==> config.mk <==
export PLATFORM = sky130hd
export DESIGN_NAME = spi_nor_flash_sequencer
export DESIGN_NICKNAME = d
export VERILOG_FILES = /design/src/rtl/snf_pkg.sv /design/src/rtl/snf_pgrem.sv /design/src/rtl/snf_queue.sv /design/src/rtl/snf_front.sv /design/src/rtl/snf_back.sv /design/src/rtl/spi_nor_flash_sequencer.sv
export SDC_FILE = /design/constraint.sdc
export NUM_CORES = 1
export LEC_CHECK = 0
export BUFFER_PORTS_ARGS = -buffer_cell sky130_fd_sc_hd__buf_2
export CORE_UTILIZATION = 61
export CTS_CLUSTER_DIAMETER = 50
export DETAILED_ROUTE_END_ITERATION = 10
export GPL_TIMING_DRIVEN = 0
export PLACE_DENSITY = 0.89
export REMOVE_ABC_BUFFERS = 1
export SLEW_MARGIN = 20
export SYNTH_ARGS = -nofsm -noshare
export SYNTH_HDL_FRONTEND = slang
export SYNTH_SLANG_ARGS = --single-unit
==> constraint.sdc <==
create_clock -name clk -period 6.45 [get_ports clk]
set_clock_uncertainty 0.2 [all_clocks]
set_input_delay 1.29 -clock clk [delete_from_list [all_inputs] [get_ports clk]]
set_output_delay 1.29 -clock clk [all_outputs]
set_load 0.05 [all_outputs]
==> src/rtl/snf_pkg.sv <==
package snf_pkg;

  localparam int HOST_W          = 24;
  localparam int CNT_W           = 16;
  localparam int BYTE_W          = 8;
  localparam int REQ_W           = 3;
  localparam int DEF_PAGE_BYTES  = 256;
  localparam int DEF_ADDR_BITS   = 24;
  localparam int DEF_QUEUE_DEPTH = 4;
  localparam int ID_BYTES        = 3;
  localparam int MAX_STEPS       = 9;
  localparam int IDX_W           = 4;

  localparam logic [BYTE_W-1:0] CMD_WREN  = 8'h06;
  localparam logic [BYTE_W-1:0] CMD_PP    = 8'h02;
  localparam logic [BYTE_W-1:0] CMD_READ  = 8'h03;
  localparam logic [BYTE_W-1:0] CMD_RDSR  = 8'h05;
  localparam logic [BYTE_W-1:0] CMD_SE    = 8'hD8;
  localparam logic [BYTE_W-1:0] CMD_CE    = 8'hC7;
  localparam logic [BYTE_W-1:0] CMD_RDID  = 8'h9F;
  localparam logic [BYTE_W-1:0] DUMMY_BYTE = 8'h00;

  typedef enum logic [REQ_W-1:0] {
    REQ_READ_ID,
    REQ_READ,
    REQ_PROGRAM,
    REQ_SECTOR_ERASE,
    REQ_CHIP_ERASE,
    REQ_DATA,
    REQ_RX
  } req_t;

  typedef enum logic [1:0] {
    K_XFER,
    K_REL,
    K_DATA,
    K_DONE
  } kind_t;

  typedef enum logic [3:0] {
    SQ_ID_START,
    SQ_READ_ZERO,
    SQ_READ_HDR,
    SQ_PAGE,
    SQ_REL_PAGE,
    SQ_SECTOR,
    SQ_CHIP,
    SQ_ID_END,
    SQ_DUMMY,
    SQ_READ_END,
    SQ_READ_MORE,
    SQ_PROG_BYTE,
    SQ_PROG_LAST,
    SQ_POLL_DONE
  } seq_t;

  typedef enum logic [3:0] {
    OP_CMD_RDID,
    OP_DUMMY,
    OP_CMD_READ,
    OP_CMD_WREN,
    OP_CMD_PP,
    OP_CMD_RDSR,
    OP_CMD_SE,
    OP_CMD_CE,
    OP_ADDR_HI,
    OP_ADDR_MID,
    OP_ADDR_LO,
    OP_TX_VAL,
    OP_REL,
    OP_DONE_ZERO,
    OP_DONE_VAL,
    OP_DATA_VAL
  } op_t;

  typedef struct packed {
    seq_t              seq;
    logic [HOST_W-1:0] val;
  } entry_t;

  typedef struct packed {
    logic full;
    logic empty;
  } q_stat_t;

  function automatic logic [IDX_W-1:0] seq_last(seq_t s);
    logic [IDX_W-1:0] n;
    case (s)
      SQ_ID_START:  n = 4'd1;
      SQ_READ_ZERO: n = 4'd5;
      SQ_READ_HDR:  n = 4'd4;
      SQ_PAGE:      n = 4'd5;
      SQ_REL_PAGE:  n = 4'd6;
      SQ_SECTOR:    n = 4'd8;
      SQ_CHIP:      n = 4'd5;
      SQ_ID_END:    n = 4'd2;
      SQ_DUMMY:     n = 4'd0;
      SQ_READ_END:  n = 4'd2;
      SQ_READ_MORE: n = 4'd1;
      SQ_PROG_BYTE: n = 4'd0;
      SQ_PROG_LAST: n = 4'd3;
      SQ_POLL_DONE: n = 4'd1;
      default:      n = 4'd0;
    endcase
    return n;
  endfunction

  function automatic op_t seq_op(seq_t s, logic [IDX_W-1:0] i);
    op_t p [MAX_STEPS];
    p = '{default: OP_REL};
    case (s)
      SQ_ID_START:  p = '{0: OP_CMD_RDID, 1: OP_DUMMY, default: OP_REL};
      SQ_READ_ZERO: p = '{0: OP_CMD_READ, 1: OP_ADDR_HI, 2: OP_ADDR_MID, 3: OP_ADDR_LO,
                          4: OP_REL, 5: OP_DONE_ZERO, default: OP_REL};
      SQ_READ_HDR:  p = '{0: OP_CMD_READ, 1: OP_ADDR_HI, 2: OP_ADDR_MID, 3: OP_ADDR_LO,
                          4: OP_DUMMY, default: OP_REL};
      SQ_PAGE:      p = '{0: OP_CMD_WREN, 1: OP_REL, 2: OP_CMD_PP, 3: OP_ADDR_HI,
                          4: OP_ADDR_MID, 5: OP_ADDR_LO, default: OP_REL};
      SQ_REL_PAGE:  p = '{0: OP_REL, 1: OP_CMD_WREN, 2: OP_REL, 3: OP_CMD_PP,
                          4: OP_ADDR_HI, 5: OP_ADDR_MID, 6: OP_ADDR_LO, default: OP_REL};
      SQ_SECTOR:    p = '{0: OP_CMD_WREN, 1: OP_REL, 2: OP_CMD_SE, 3: OP_ADDR_HI,
                          4: OP_ADDR_MID, 5: OP_ADDR_LO, 6: OP_REL, 7: OP_CMD_RDSR,
                          8: OP_DUMMY, default: OP_REL};
      SQ_CHIP:      p = '{0: OP_CMD_WREN, 1: OP_REL, 2: OP_CMD_CE, 3: OP_REL,
                          4: OP_CMD_RDSR, 5: OP_DUMMY, default: OP_REL};
      SQ_ID_END:    p = '{0: OP_REL, 1: OP_DATA_VAL, 2: OP_DONE_ZERO, default: OP_REL};
      SQ_DUMMY:     p = '{0: OP_DUMMY, default: OP_REL};
      SQ_READ_END:  p = '{0: OP_DATA_VAL, 1: OP_REL, 2: OP_DONE_ZERO, default: OP_REL};
      SQ_READ_MORE: p = '{0: OP_DATA_VAL, 1: OP_DUMMY, default: OP_REL};
      SQ_PROG_BYTE: p = '{0: OP_TX_VAL, default: OP_REL};
      SQ_PROG_LAST: p = '{0: OP_TX_VAL, 1: OP_REL, 2: OP_CMD_RDSR, 3: OP_DUMMY,
                          default: OP_REL};
      SQ_POLL_DONE: p = '{0: OP_REL, 1: OP_DONE_VAL, default: OP_REL};
      default:      p = '{default: OP_REL};
    endcase
    return (i < IDX_W'(MAX_STEPS)) ? p[i] : OP_REL;
  endfunction

endpackage

==> src/rtl/snf_pgrem.sv <==
module snf_pgrem
  import snf_pkg::*;
#(
  parameter int PAGE_BYTES = DEF_PAGE_BYTES,
  parameter int ADDR_BITS  = DEF_ADDR_BITS
) (
  input  logic                               clk,
  input  logic                               rst,
  input  logic                               start,
  input  logic [ADDR_BITS-1:0]               value,
  output logic                               done,
  output logic [$clog2(PAGE_BYTES)-1:0]      rem
);

  localparam int               REM_W   = $clog2(PAGE_BYTES);
  localparam int               SHIFT   = ADDR_BITS + REM_W;
  localparam int               MUL_W   = ADDR_BITS + 1;
  localparam int               PROD_W  = ADDR_BITS + MUL_W;
  localparam logic             POW2    = (PAGE_BYTES & (PAGE_BYTES - 1)) == 0;
  localparam longint unsigned  RECIP   = ((64'd1 << SHIFT) + 64'(PAGE_BYTES) - 64'd1) /
                                         64'(PAGE_BYTES);
  localparam logic [MUL_W-1:0] RECIP_V = MUL_W'(RECIP);
  localparam logic [REM_W-1:0] PAGE_V  = REM_W'(PAGE_BYTES);

  logic                 running;
  logic [PROD_W-1:0]    prod;
  logic [ADDR_BITS-1:0] held;
  logic [ADDR_BITS-1:0] quo;

  assign prod = PROD_W'(value) * PROD_W'(RECIP_V);

  always_ff @(posedge clk) begin
    if (rst) begin
      running <= 1'b0;
      done    <= 1'b0;
      held    <= '0;
      quo     <= '0;
      rem     <= '0;
    end else begin
      done <= 1'b0;
      if (start) begin
        if (POW2) begin
          rem  <= value[REM_W-1:0];
          done <= 1'b1;
        end else begin
          running <= 1'b1;
          held    <= value;
          quo     <= ADDR_BITS'(prod >> SHIFT);
        end
      end else if (running) begin
        running <= 1'b0;
        rem     <= REM_W'(held) - REM_W'(quo) * PAGE_V;
        done    <= 1'b1;
      end
    end
  end

endmodule

==> src/rtl/snf_queue.sv <==
module snf_queue
  import snf_pkg::*;
#(
  parameter int DEPTH = DEF_QUEUE_DEPTH
) (
  input  logic    clk,
  input  logic    rst,
  input  logic    push,
  input  entry_t  push_entry,
  input  logic    pop,
  output entry_t  head,
  output q_stat_t q_stat
);

  localparam int PTR_W = $clog2(DEPTH);

  entry_t           slots [DEPTH];
  logic [PTR_W-1:0] wr_ptr;
  logic [PTR_W-1:0] rd_ptr;
  logic [PTR_W:0]   count;

  assign head         = slots[rd_ptr];
  assign q_stat.full  = count == (PTR_W+1)'(DEPTH);
  assign q_stat.empty = count == '0;

  always_ff @(posedge clk) begin
    if (rst) begin
      wr_ptr <= '0;
      rd_ptr <= '0;
      count  <= '0;
    end else begin
      if (push) begin
        wr_ptr <= (wr_ptr == PTR_W'(DEPTH - 1)) ? '0 : wr_ptr + 1'b1;
      end
      if (pop) begin
        rd_ptr <= (rd_ptr == PTR_W'(DEPTH - 1)) ? '0 : rd_ptr + 1'b1;
      end
      count <= count + (PTR_W+1)'(push) - (PTR_W+1)'(pop);
    end
  end

  always_ff @(posedge clk) begin
    if (push) begin
      slots[wr_ptr] <= push_entry;
    end
  end

endmodule

==> src/rtl/snf_front.sv <==
module snf_front
  import snf_pkg::*;
#(
  parameter int PAGE_BYTES = DEF_PAGE_BYTES,
  parameter int ADDR_BITS  = DEF_ADDR_BITS
) (
  input  logic                          clk,
  input  logic                          rst,
  input  logic                          req_valid,
  output logic                          req_stall,
  input  logic [REQ_W-1:0]              req_type,
  input  logic [HOST_W-1:0]             address,
  input  logic [CNT_W-1:0]              byte_count,
  input  logic [BYTE_W-1:0]             data_byte,
  input  q_stat_t                       q_stat,
  output logic                          push,
  output entry_t                        push_entry,
  output logic                          pg_start,
  output logic [ADDR_BITS-1:0]          pg_value,
  input  logic                          pg_done,
  input  logic [$clog2(PAGE_BYTES)-1:0] pg_rem
);

  localparam int CHUNK_W = $clog2(PAGE_BYTES + 1);

  typedef enum logic [2:0] {
    PH_IDLE,
    PH_ID,
    PH_READ,
    PH_PROG,
    PH_POLL
  } phase_t;

  phase_t               phase, phase_next;
  req_t                 op_held, op_held_next;
  logic [ADDR_BITS-1:0] current_address, current_address_next;
  logic [CNT_W-1:0]     bytes_left, bytes_left_next;
  logic [CHUNK_W-1:0]   chunk_left, chunk_left_next;
  logic [HOST_W-1:0]    id_shift, id_shift_next;
  logic                 busy, busy_next;

  logic                 accept;
  req_t                 rt;
  logic [ADDR_BITS-1:0] addr_m;
  logic [HOST_W-1:0]    addr_v;
  logic [HOST_W-1:0]    id_new;
  logic [CHUNK_W-1:0]   chunk_dec;
  logic [CNT_W-1:0]     bytes_dec;
  logic [CHUNK_W-1:0]   room;
  logic [CHUNK_W-1:0]   chunk_first;

  assign req_stall   = busy || q_stat.full;
  assign accept      = req_valid && !req_stall;
  assign rt          = req_t'(req_type);
  assign addr_m      = address[ADDR_BITS-1:0];
  assign addr_v      = HOST_W'(addr_m);
  assign id_new      = {id_shift[HOST_W-BYTE_W-1:0], data_byte};
  assign chunk_dec   = chunk_left - CHUNK_W'(chunk_left != '0);
  assign bytes_dec   = bytes_left - CNT_W'(bytes_left != '0);
  assign room        = CHUNK_W'(PAGE_BYTES) - CHUNK_W'(pg_rem);
  assign chunk_first = (bytes_left < CNT_W'(room)) ? CHUNK_W'(bytes_left) : room;

  always_comb begin
    phase_next           = phase;
    op_held_next         = op_held;
    current_address_next = current_address;
    bytes_left_next      = bytes_left;
    chunk_left_next      = chunk_left;
    id_shift_next        = id_shift;
    busy_next            = busy;
    push                 = 1'b0;
    push_entry.seq       = SQ_DUMMY;
    push_entry.val       = '0;
    pg_start             = 1'b0;
    pg_value             = current_address;

    if (busy) begin
      if (pg_done) begin
        busy_next       = 1'b0;
        chunk_left_next = chunk_first;
      end
    end else if (accept) begin
      case (phase)
        PH_IDLE: begin
          case (rt)
            REQ_READ_ID: begin
              id_shift_next   = '0;
              chunk_left_next = CHUNK_W'(ID_BYTES);
              push            = 1'b1;
              push_entry.seq  = SQ_ID_START;
              phase_next      = PH_ID;
            end
            REQ_READ: begin
              push           = 1'b1;
              push_entry.val = addr_v;
              if (byte_count == '0) begin
                push_entry.seq = SQ_READ_ZERO;
              end else begin
                bytes_left_next = byte_count;
                push_entry.seq  = SQ_READ_HDR;
                phase_next      = PH_READ;
              end
            end
            REQ_PROGRAM: begin
              if (byte_count != '0) begin
                op_held_next         = REQ_PROGRAM;
                current_address_next = addr_m;
                bytes_left_next      = byte_count;
                push                 = 1'b1;
                push_entry.seq       = SQ_PAGE;
                push_entry.val       = addr_v;
                pg_start             = 1'b1;
                pg_value             = addr_m;
                busy_next            = 1'b1;
                phase_next           = PH_PROG;
              end
            end
            REQ_SECTOR_ERASE: begin
              op_held_next   = REQ_SECTOR_ERASE;
              push           = 1'b1;
              push_entry.seq = SQ_SECTOR;
              push_entry.val = addr_v;
              phase_next     = PH_POLL;
            end
            REQ_CHIP_ERASE: begin
              op_held_next   = REQ_CHIP_ERASE;
              push           = 1'b1;
              push_entry.seq = SQ_CHIP;
              phase_next     = PH_POLL;
            end
            default: ;
          endcase
        end
        PH_ID: begin
          if (rt == REQ_RX) begin
            id_shift_next   = id_new;
            chunk_left_next = chunk_dec;
            push            = 1'b1;
            if (chunk_dec == '0) begin
              push_entry.seq = SQ_ID_END;
              push_entry.val = id_new;
              phase_next     = PH_IDLE;
            end
          end
        end
        PH_READ: begin
          if (rt == REQ_RX) begin
            bytes_left_next = bytes_dec;
            push            = 1'b1;
            push_entry.val  = HOST_W'(data_byte);
            if (bytes_dec == '0) begin
              push_entry.seq = SQ_READ_END;
              phase_next     = PH_IDLE;
            end else begin
              push_entry.seq = SQ_READ_MORE;
            end
          end
        end
        PH_PROG: begin
          if (rt == REQ_DATA) begin
            current_address_next = current_address + 1'b1;
            bytes_left_next      = bytes_dec;
            chunk_left_next      = chunk_dec;
            push                 = 1'b1;
            push_entry.val       = HOST_W'(data_byte);
            if (chunk_dec == '0) begin
              push_entry.seq = SQ_PROG_LAST;
              phase_next     = PH_POLL;
            end else begin
              push_entry.seq = SQ_PROG_BYTE;
            end
          end
        end
        PH_POLL: begin
          if (rt == REQ_RX) begin
            push = 1'b1;
            if (data_byte[0]) begin
              push_entry.seq = SQ_DUMMY;
            end else if (op_held == REQ_PROGRAM && bytes_left != '0) begin
              push_entry.seq = SQ_REL_PAGE;
              push_entry.val = HOST_W'(current_address);
              pg_start       = 1'b1;
              busy_next      = 1'b1;
              phase_next     = PH_PROG;
            end else begin
              push_entry.seq = SQ_POLL_DONE;
              push_entry.val = (op_held == REQ_PROGRAM) ? HOST_W'(current_address) : '0;
              phase_next     = PH_IDLE;
            end
          end
        end
        default: phase_next = PH_IDLE;
      endcase
    end
  end

  always_ff @(posedge clk) begin
    if (rst) begin
      phase           <= PH_IDLE;
      op_held         <= REQ_READ_ID;
      current_address <= '0;
      bytes_left      <= '0;
      chunk_left      <= '0;
      id_shift        <= '0;
      busy            <= 1'b0;
    end else begin
      phase           <= phase_next;
      op_held         <= op_held_next;
      current_address <= current_address_next;
      bytes_left      <= bytes_left_next;
      chunk_left      <= chunk_left_next;
      id_shift        <= id_shift_next;
      busy            <= busy_next;
    end
  end

endmodule

==> src/rtl/snf_back.sv <==
module snf_back
  import snf_pkg::*;
(
  input  logic              clk,
  input  logic              rst,
  input  q_stat_t           q_stat,
  input  entry_t            head,
  output logic              pop,
  output logic              rsp_valid,
  input  logic              rsp_stall,
  output logic [1:0]        out_kind,
  output logic [BYTE_W-1:0] tx_byte,
  output logic [HOST_W-1:0] host_data,
  output logic              last
);

  entry_t            cur;
  logic              cur_valid;
  logic [IDX_W-1:0]  idx;
  logic              load_ok;
  logic              fire;
  logic              last_step;
  op_t               op;
  kind_t             kind_n;
  logic [BYTE_W-1:0] tx_n;
  logic [HOST_W-1:0] hd_n;

  assign load_ok   = !rsp_valid || !rsp_stall;
  assign fire      = cur_valid && load_ok;
  assign last_step = idx == seq_last(cur.seq);
  assign pop       = !q_stat.empty && (!cur_valid || (fire && last_step));
  assign op        = seq_op(cur.seq, idx);

  always_comb begin
    kind_n = K_XFER;
    tx_n   = '0;
    hd_n   = '0;
    case (op)
      OP_CMD_RDID:  tx_n = CMD_RDID;
      OP_DUMMY:     tx_n = DUMMY_BYTE;
      OP_CMD_READ:  tx_n = CMD_READ;
      OP_CMD_WREN:  tx_n = CMD_WREN;
      OP_CMD_PP:    tx_n = CMD_PP;
      OP_CMD_RDSR:  tx_n = CMD_RDSR;
      OP_CMD_SE:    tx_n = CMD_SE;
      OP_CMD_CE:    tx_n = CMD_CE;
      OP_ADDR_HI:   tx_n = cur.val[23:16];
      OP_ADDR_MID:  tx_n = cur.val[15:8];
      OP_ADDR_LO:   tx_n = cur.val[7:0];
      OP_TX_VAL:    tx_n = cur.val[7:0];
      OP_REL:       kind_n = K_REL;
      OP_DONE_ZERO: kind_n = K_DONE;
      OP_DONE_VAL: begin
        kind_n = K_DONE;
        hd_n   = cur.val;
      end
      OP_DATA_VAL: begin
        kind_n = K_DATA;
        hd_n   = cur.val;
      end
      default: kind_n = K_REL;
    endcase
  end

  always_ff @(posedge clk) begin
    if (rst) begin
      cur_valid <= 1'b0;
      idx       <= '0;
      rsp_valid <= 1'b0;
    end else begin
      if (pop) begin
        cur_valid <= 1'b1;
        idx       <= '0;
      end else if (fire) begin
        if (last_step) begin
          cur_valid <= 1'b0;
        end else begin
          idx <= idx + 1'b1;
        end
      end
      if (load_ok) begin
        rsp_valid <= fire;
      end
    end
  end

  always_ff @(posedge clk) begin
    if (pop) begin
      cur <= head;
    end
    if (fire) begin
      out_kind  <= kind_n;
      tx_byte   <= tx_n;
      host_data <= hd_n;
      last      <= last_step;
    end
  end

endmodule

==> src/rtl/spi_nor_flash_sequencer.sv <==
// SPI NOR flash command sequencer, 24-bit addressing.
// Request channel (req_valid / req_stall): host requests (read id, read,
// program, sector erase, chip erase), program data words and words received
// back from the flash. Response channel (rsp_valid / rsp_stall): SPI byte
// transfers, chip select releases, host data and done marks; last flags the
// final response word of a request word.
// Throughput: one request word per cycle while req_stall is low and one
// response word per cycle while rsp_stall is low. A request word expands
// to 0 to 9 response words, so the response channel sets the sustained
// rate. A page start (program request, or poll end with bytes remaining)
// holds req_stall until the page offset unit is done; if PAGE_BYTES is not
// a power of two, that unit first registers a reciprocal-multiply quotient.
// Response path: QUEUE_DEPTH queue, current entry and response registers.
// Reset: phase idle, queue empty, rsp_valid low.
// Stall: rsp_stall holds the response register; requests are still taken
// until the command queue fills, then req_stall rises.
module spi_nor_flash_sequencer
  import snf_pkg::*;
#(
  parameter int PAGE_BYTES  = DEF_PAGE_BYTES,
  parameter int ADDR_BITS   = DEF_ADDR_BITS,
  parameter int QUEUE_DEPTH = DEF_QUEUE_DEPTH
) (
  input  logic              clk,
  input  logic              rst,
  input  logic              req_valid,
  output logic              req_stall,
  input  logic [REQ_W-1:0]  req_type,
  input  logic [HOST_W-1:0] address,
  input  logic [CNT_W-1:0]  byte_count,
  input  logic [BYTE_W-1:0] data_byte,
  output logic              rsp_valid,
  input  logic              rsp_stall,
  output logic [1:0]        out_kind,
  output logic [BYTE_W-1:0] tx_byte,
  output logic [HOST_W-1:0] host_data,
  output logic              last
);

  q_stat_t                       q_stat;
  logic                          push;
  entry_t                        push_entry;
  logic                          pop;
  entry_t                        head;
  logic                          pg_start;
  logic [ADDR_BITS-1:0]          pg_value;
  logic                          pg_done;
  logic [$clog2(PAGE_BYTES)-1:0] pg_rem;

  snf_front #(
    .PAGE_BYTES(PAGE_BYTES),
    .ADDR_BITS (ADDR_BITS)
  ) u_front (
    .clk       (clk),
    .rst       (rst),
    .req_valid (req_valid),
    .req_stall (req_stall),
    .req_type  (req_type),
    .address   (address),
    .byte_count(byte_count),
    .data_byte (data_byte),
    .q_stat    (q_stat),
    .push      (push),
    .push_entry(push_entry),
    .pg_start  (pg_start),
    .pg_value  (pg_value),
    .pg_done   (pg_done),
    .pg_rem    (pg_rem)
  );

  snf_pgrem #(
    .PAGE_BYTES(PAGE_BYTES),
    .ADDR_BITS (ADDR_BITS)
  ) u_pgrem (
    .clk  (clk),
    .rst  (rst),
    .start(pg_start),
    .value(pg_value),
    .done (pg_done),
    .rem  (pg_rem)
  );

  snf_queue #(
    .DEPTH(QUEUE_DEPTH)
  ) u_queue (
    .clk       (clk),
    .rst       (rst),
    .push      (push),
    .push_entry(push_entry),
    .pop       (pop),
    .head      (head),
    .q_stat    (q_stat)
  );

  snf_back u_back (
    .clk      (clk),
    .rst      (rst),
    .q_stat   (q_stat),
    .head     (head),
    .pop      (pop),
    .rsp_valid(rsp_valid),
    .rsp_stall(rsp_stall),
    .out_kind (out_kind),
    .tx_byte  (tx_byte),
    .host_data(host_data),
    .last     (last)
  );

endmodule

==> qor.yml <==
floorplan:
  placementRows: 55
  die-height_um: 155
  floorplan.core_area_um2: 22700
  die-width_um: 155
  initial_utilization: 0.625
  die-area_um2: 23900
  num_io_pins: 92
run_status:
  run_status: "completed"
synthesis:
  synth_seq_cells: 269
  synth_ff_type: "sky130_fd_sc_hd__edfxtp_1"
  synthTopCellsByArea: "sky130_fd_sc_hd__edfxtp_1 37%, sky130_fd_sc_hd__dfxtp_1 13%, sky130_fd_sc_hd__mux4_2 4.4%, sky130_fd_sc_hd__a21oi_1 3.8%, sky130_fd_sc_hd__nand2_1 3.4%"
  synth.largest_area_cell: "sky130_fd_sc_hd__edfxtp_1"
  syn_avg_cell_area_um2: 10.5
  synth_cell_types: 101
  synth_edf_count: 175
  synth-async-reset-ratio: 0
  synth.yosys.seq_area_share: 0.503
  yosys_warnings: 0
  mappedNetlistArea_um2: 14200
  synth.top_cell.area_share: 0.370
  synthesis.instances: 1355
place:
  hpwlAfterDp_um: 22400
  portBuffers: 91
  finalWeightedCongestion: 0.932
  placement.setup.worst_slack_ns: 1.78
  placedCellCount: 1650
  cell_area_reported_after_detailed_placement_um2: 14800
drt:
  initialDrtViolationCount: 1237
  detailroute.via_count: 11200
  postRouteWirelength_um: 34200
  detail_route.vias_per_cell: 6.59
  ant_nets: 0
  tritonroute_pass_1_iters: 7
  drt-wirelength-per-cell_um: 20.1
  post-route-drc-count: 0
finish:
  antenna_cells: 0
  seq_cell_area_um2: 7140
  nets: 1486
  finish.instance_area_um2: 15900
  area_growth_pct: 12.1
  multi_input_gate_area_in_the_final_layout_um2: 6540
  final.fill_count: 1578
  fraction_of_final_layout_cells_with_drive_strength_greater_than_1: 0.168
  utilization: 0.700
  stdcell_count: 1706
setup_path:
  cpLargestDelayFamily: "simple AND/OR/NAND/NOR gates"
  cp_max_fo: 10
  critPathRequiredTime_ns: 6.48
  worst_flop_to_flop_path_startpoint: "u_front.bytes_left[9]$_SDFFE_PP0P_"
  worst_setup_path_start_kind: "flip-flop"
  arrival_ns: 4.86
  timing.setup.critical_path_class: "flip-flop to flip-flop"
  crit_buf_inv: 0
  critPathCaptureType: "flip-flop"
  critPathMaxStageDelay_ns: 0.61
  crit_path_cell_trace: "or4_1 > nor4_2 > nand4_1 > ha_1 > ha_1 > nor2b_1 > a21o_1 > a2111oi_1 > o2111ai_2 > a21oi_1 > or3_1 > a21oi_1"
  worst_setup_path_startpoint: "u_front.bytes_left[9]$_SDFFE_PP0P_"
  cpMaxStageDelayCell: "sky130_fd_sc_hd__or4_1"
sta:
  setup_ws_ns: 1.62
  setup_repair_after_global_routing_missed_its_margin: "no"
  timing.final.crit_share: 0.749
  hold_ws_ns: 0.255
  max_clock_freq_ghz: 0.207
  timing.final.hold_violations: 0
  timing.final.setup_violations: 0
  setup_total_negative_slack_ns: 0
  max-slew-margin-rel: 0.304
  final_number_of_max_transition_violations: 0
  worst-slew-pin-transition_ns: 1.04
  min_period_ns: 4.83
cts:
  postCtsHoldBufs: 0
  clk_transition_reported_paths_ns: 0.06
  cts_max_path_buffers: 3
  clk_latency_ns: 0.56
  cts_buffers: 30
  htree_num_levels: 1
  cts.sink_count: 269
  post_cts_resized: 0
  post-cts-setup-buffers: 0
  cts_tree: "done"
  clockRootBuffer: "sky130_fd_sc_hd__clkbuf_16"
global_routing:
  grt_pass1_wl_um: 55000
  antenna_found_initial: 0
  grt.overflow.total: 0
  largest_net_degree_at_the_start_of_global_routing: 53
  gr_usage_total: 0.289
  via_count_of_the_first_global_routing_pass: 10300
pwr:
  total_leakage_power_nw: 5.54
  max-vdd-ir-drop_uv: 307
  report.power.total_mw: 8.03
  power_per_cell_area_nw_per_um2: 505
worst_hold_path:
  min-delay-path-class: "flip-flop to flip-flop"
  hold_start: "u_front.id_shift[11]$_SDFFE_PP0P_"
job:
  cap_violations: 0
[final timing paths]
check | to | slack (ns) | cells after the start
max | u_queue.slots[3][25]$_DFFE_PP_ | 1.62 | 12
min | u_front.id_shift[11]$_SDFFE_PP0P_ | 0.25 | 2
max reg2reg | u_queue.slots[3][25]$_DFFE_PP_ | 1.62 | 12
min reg2reg | u_front.id_shift[11]$_SDFFE_PP0P_ | 0.25 | 2
[worst reg2reg max path: cells and delay by family (launching register included)]
kind | cells | cell delay, ns
flops | 1 | 0.39
fa+ha+maj | 2 | 0.64
compound gates | 5 | 1.55
simple gates | 5 | 1.73
[state kept, by name, summed over array words and instances (netlist names), 4 cells and up]
signal,count
u_back.tx_byte,8
u_back.host_data,24
u_back.cur,28
u_front.chunk_left,9
u_back.idx,4
u_front.current_address,24
u_pgrem.rem,8
u_queue.slots,112
u_front.bytes_left,16
u_front.id_shift,16
[routing by layer]
| metal | vias up | track usage | wire length [um] |
|---|---|---|---|
| met5 | - | 0 | 0 |
| met4 | 0 | 0.104 | 1100 |
| met3 | 80 | 0.0440 | 2600 |
| met2 | 641 | 0.491 | 16700 |
| met1 | 5319 | 0.377 | 13800 |
| li1 | 5196 | - | - |
[power by group]
part | switching, mW | leakage (nW) | internal [mW] | total [mW]
combinational | 2.19 | 2.57 | 1.23 | 3.42
sequential | 0.346 | 2.43 | 2.38 | 2.73
clock | 0.728 | 0.541 | 1.16 | 1.89
total | 3.26 | 5.54 | 4.77 | 8.03
[cell usage after synthesis (5+ instances only)]
master / number
sky130_fd_sc_hd__and2_1: 28
sky130_fd_sc_hd__mux2_2: 7
sky130_fd_sc_hd__a22o_1: 6
sky130_fd_sc_hd__nor3_1: 56
sky130_fd_sc_hd__nand3_1: 38
sky130_fd_sc_hd__xnor2_1: 13
sky130_fd_sc_hd__o31ai_1: 9
sky130_fd_sc_hd__nand3b_1: 12
sky130_fd_sc_hd__buf_2: 14
sky130_fd_sc_hd__ha_1: 33
sky130_fd_sc_hd__nand4b_1: 5
sky130_fd_sc_hd__mux4_2: 28
sky130_fd_sc_hd__nor4_1: 6
sky130_fd_sc_hd__or3_1: 6
sky130_fd_sc_hd__a311oi_1: 6
sky130_fd_sc_hd__nor2_1: 103
sky130_fd_sc_hd__edfxtp_1: 175
sky130_fd_sc_hd__o21ai_0: 65
sky130_fd_sc_hd__a211oi_1: 14
sky130_fd_sc_hd__a21boi_0: 5
sky130_fd_sc_hd__o32ai_1: 5
sky130_fd_sc_hd__a31oi_1: 12
sky130_fd_sc_hd__and3_1: 9
sky130_fd_sc_hd__xor2_1: 9
sky130_fd_sc_hd__o22ai_1: 14
sky130_fd_sc_hd__o21a_1: 6
sky130_fd_sc_hd__nand2_1: 130
sky130_fd_sc_hd__a32oi_1: 8
sky130_fd_sc_hd__nor2b_1: 17
sky130_fd_sc_hd__nor3b_1: 5
sky130_fd_sc_hd__inv_1: 41
sky130_fd_sc_hd__nand4_1: 7
sky130_fd_sc_hd__dfxtp_1: 94
sky130_fd_sc_hd__nand2b_1: 16
sky130_fd_sc_hd__buf_1: 7
sky130_fd_sc_hd__a222oi_1: 8
sky130_fd_sc_hd__a21oi_1: 108
sky130_fd_sc_hd__a22oi_1: 29
sky130_fd_sc_hd__buf_4: 5
sky130_fd_sc_hd__a211o_1: 11
sky130_fd_sc_hd__o211ai_1: 9
sky130_fd_sc_hd__mux2i_1: 19
sky130_fd_sc_hd__clkbuf_1: 57
sky130_fd_sc_hd__or4_1: 5
[cell usage in the layout (no fill, tap or decap), types with 15 or more instances in the layout]
cell type	instances
sky130_fd_sc_hd__a21oi_1	107
sky130_fd_sc_hd__a22oi_1	29
sky130_fd_sc_hd__and2_1	24
sky130_fd_sc_hd__buf_2	90
sky130_fd_sc_hd__clkbuf_16	31
sky130_fd_sc_hd__dfxtp_1	92
sky130_fd_sc_hd__edfxtp_1	175
sky130_fd_sc_hd__ha_1	33
sky130_fd_sc_hd__inv_1	41
sky130_fd_sc_hd__mux2i_1	19
sky130_fd_sc_hd__mux4_2	28
sky130_fd_sc_hd__nand2_1	130
sky130_fd_sc_hd__nand2b_1	15
sky130_fd_sc_hd__nand3_1	38
sky130_fd_sc_hd__nor2_1	98
sky130_fd_sc_hd__nor2b_1	16
sky130_fd_sc_hd__nor3_1	54
sky130_fd_sc_hd__o21ai_0	65
[layout make-up]
type / instances / area share
tap: 285 / 0.0224
clock buffer: 36 / 0.0518
multi-input combinational: 954 / 0.411
clock inverter: 20 / 0.0183
timing repair buffer: 100 / 0.0374
inverter: 42 / 0.00991
sequential: 269 / 0.449
[cell families (layout without fill, tap and decap cells)]
family	count (synthesis)	after routing	share of synthesized area
muxes	54	54	0.0634
and+or+nand+nor	482	482	0.176
buffers and inverters	132	198	0.0405
DFF	269	269	0.503
AOI/OAI and AO/OA	361	361	0.172
xor gates and xnor gates	23	23	0.0147
adders and majority gates	34	34	0.0305
(Power assumes the default switching activity.)
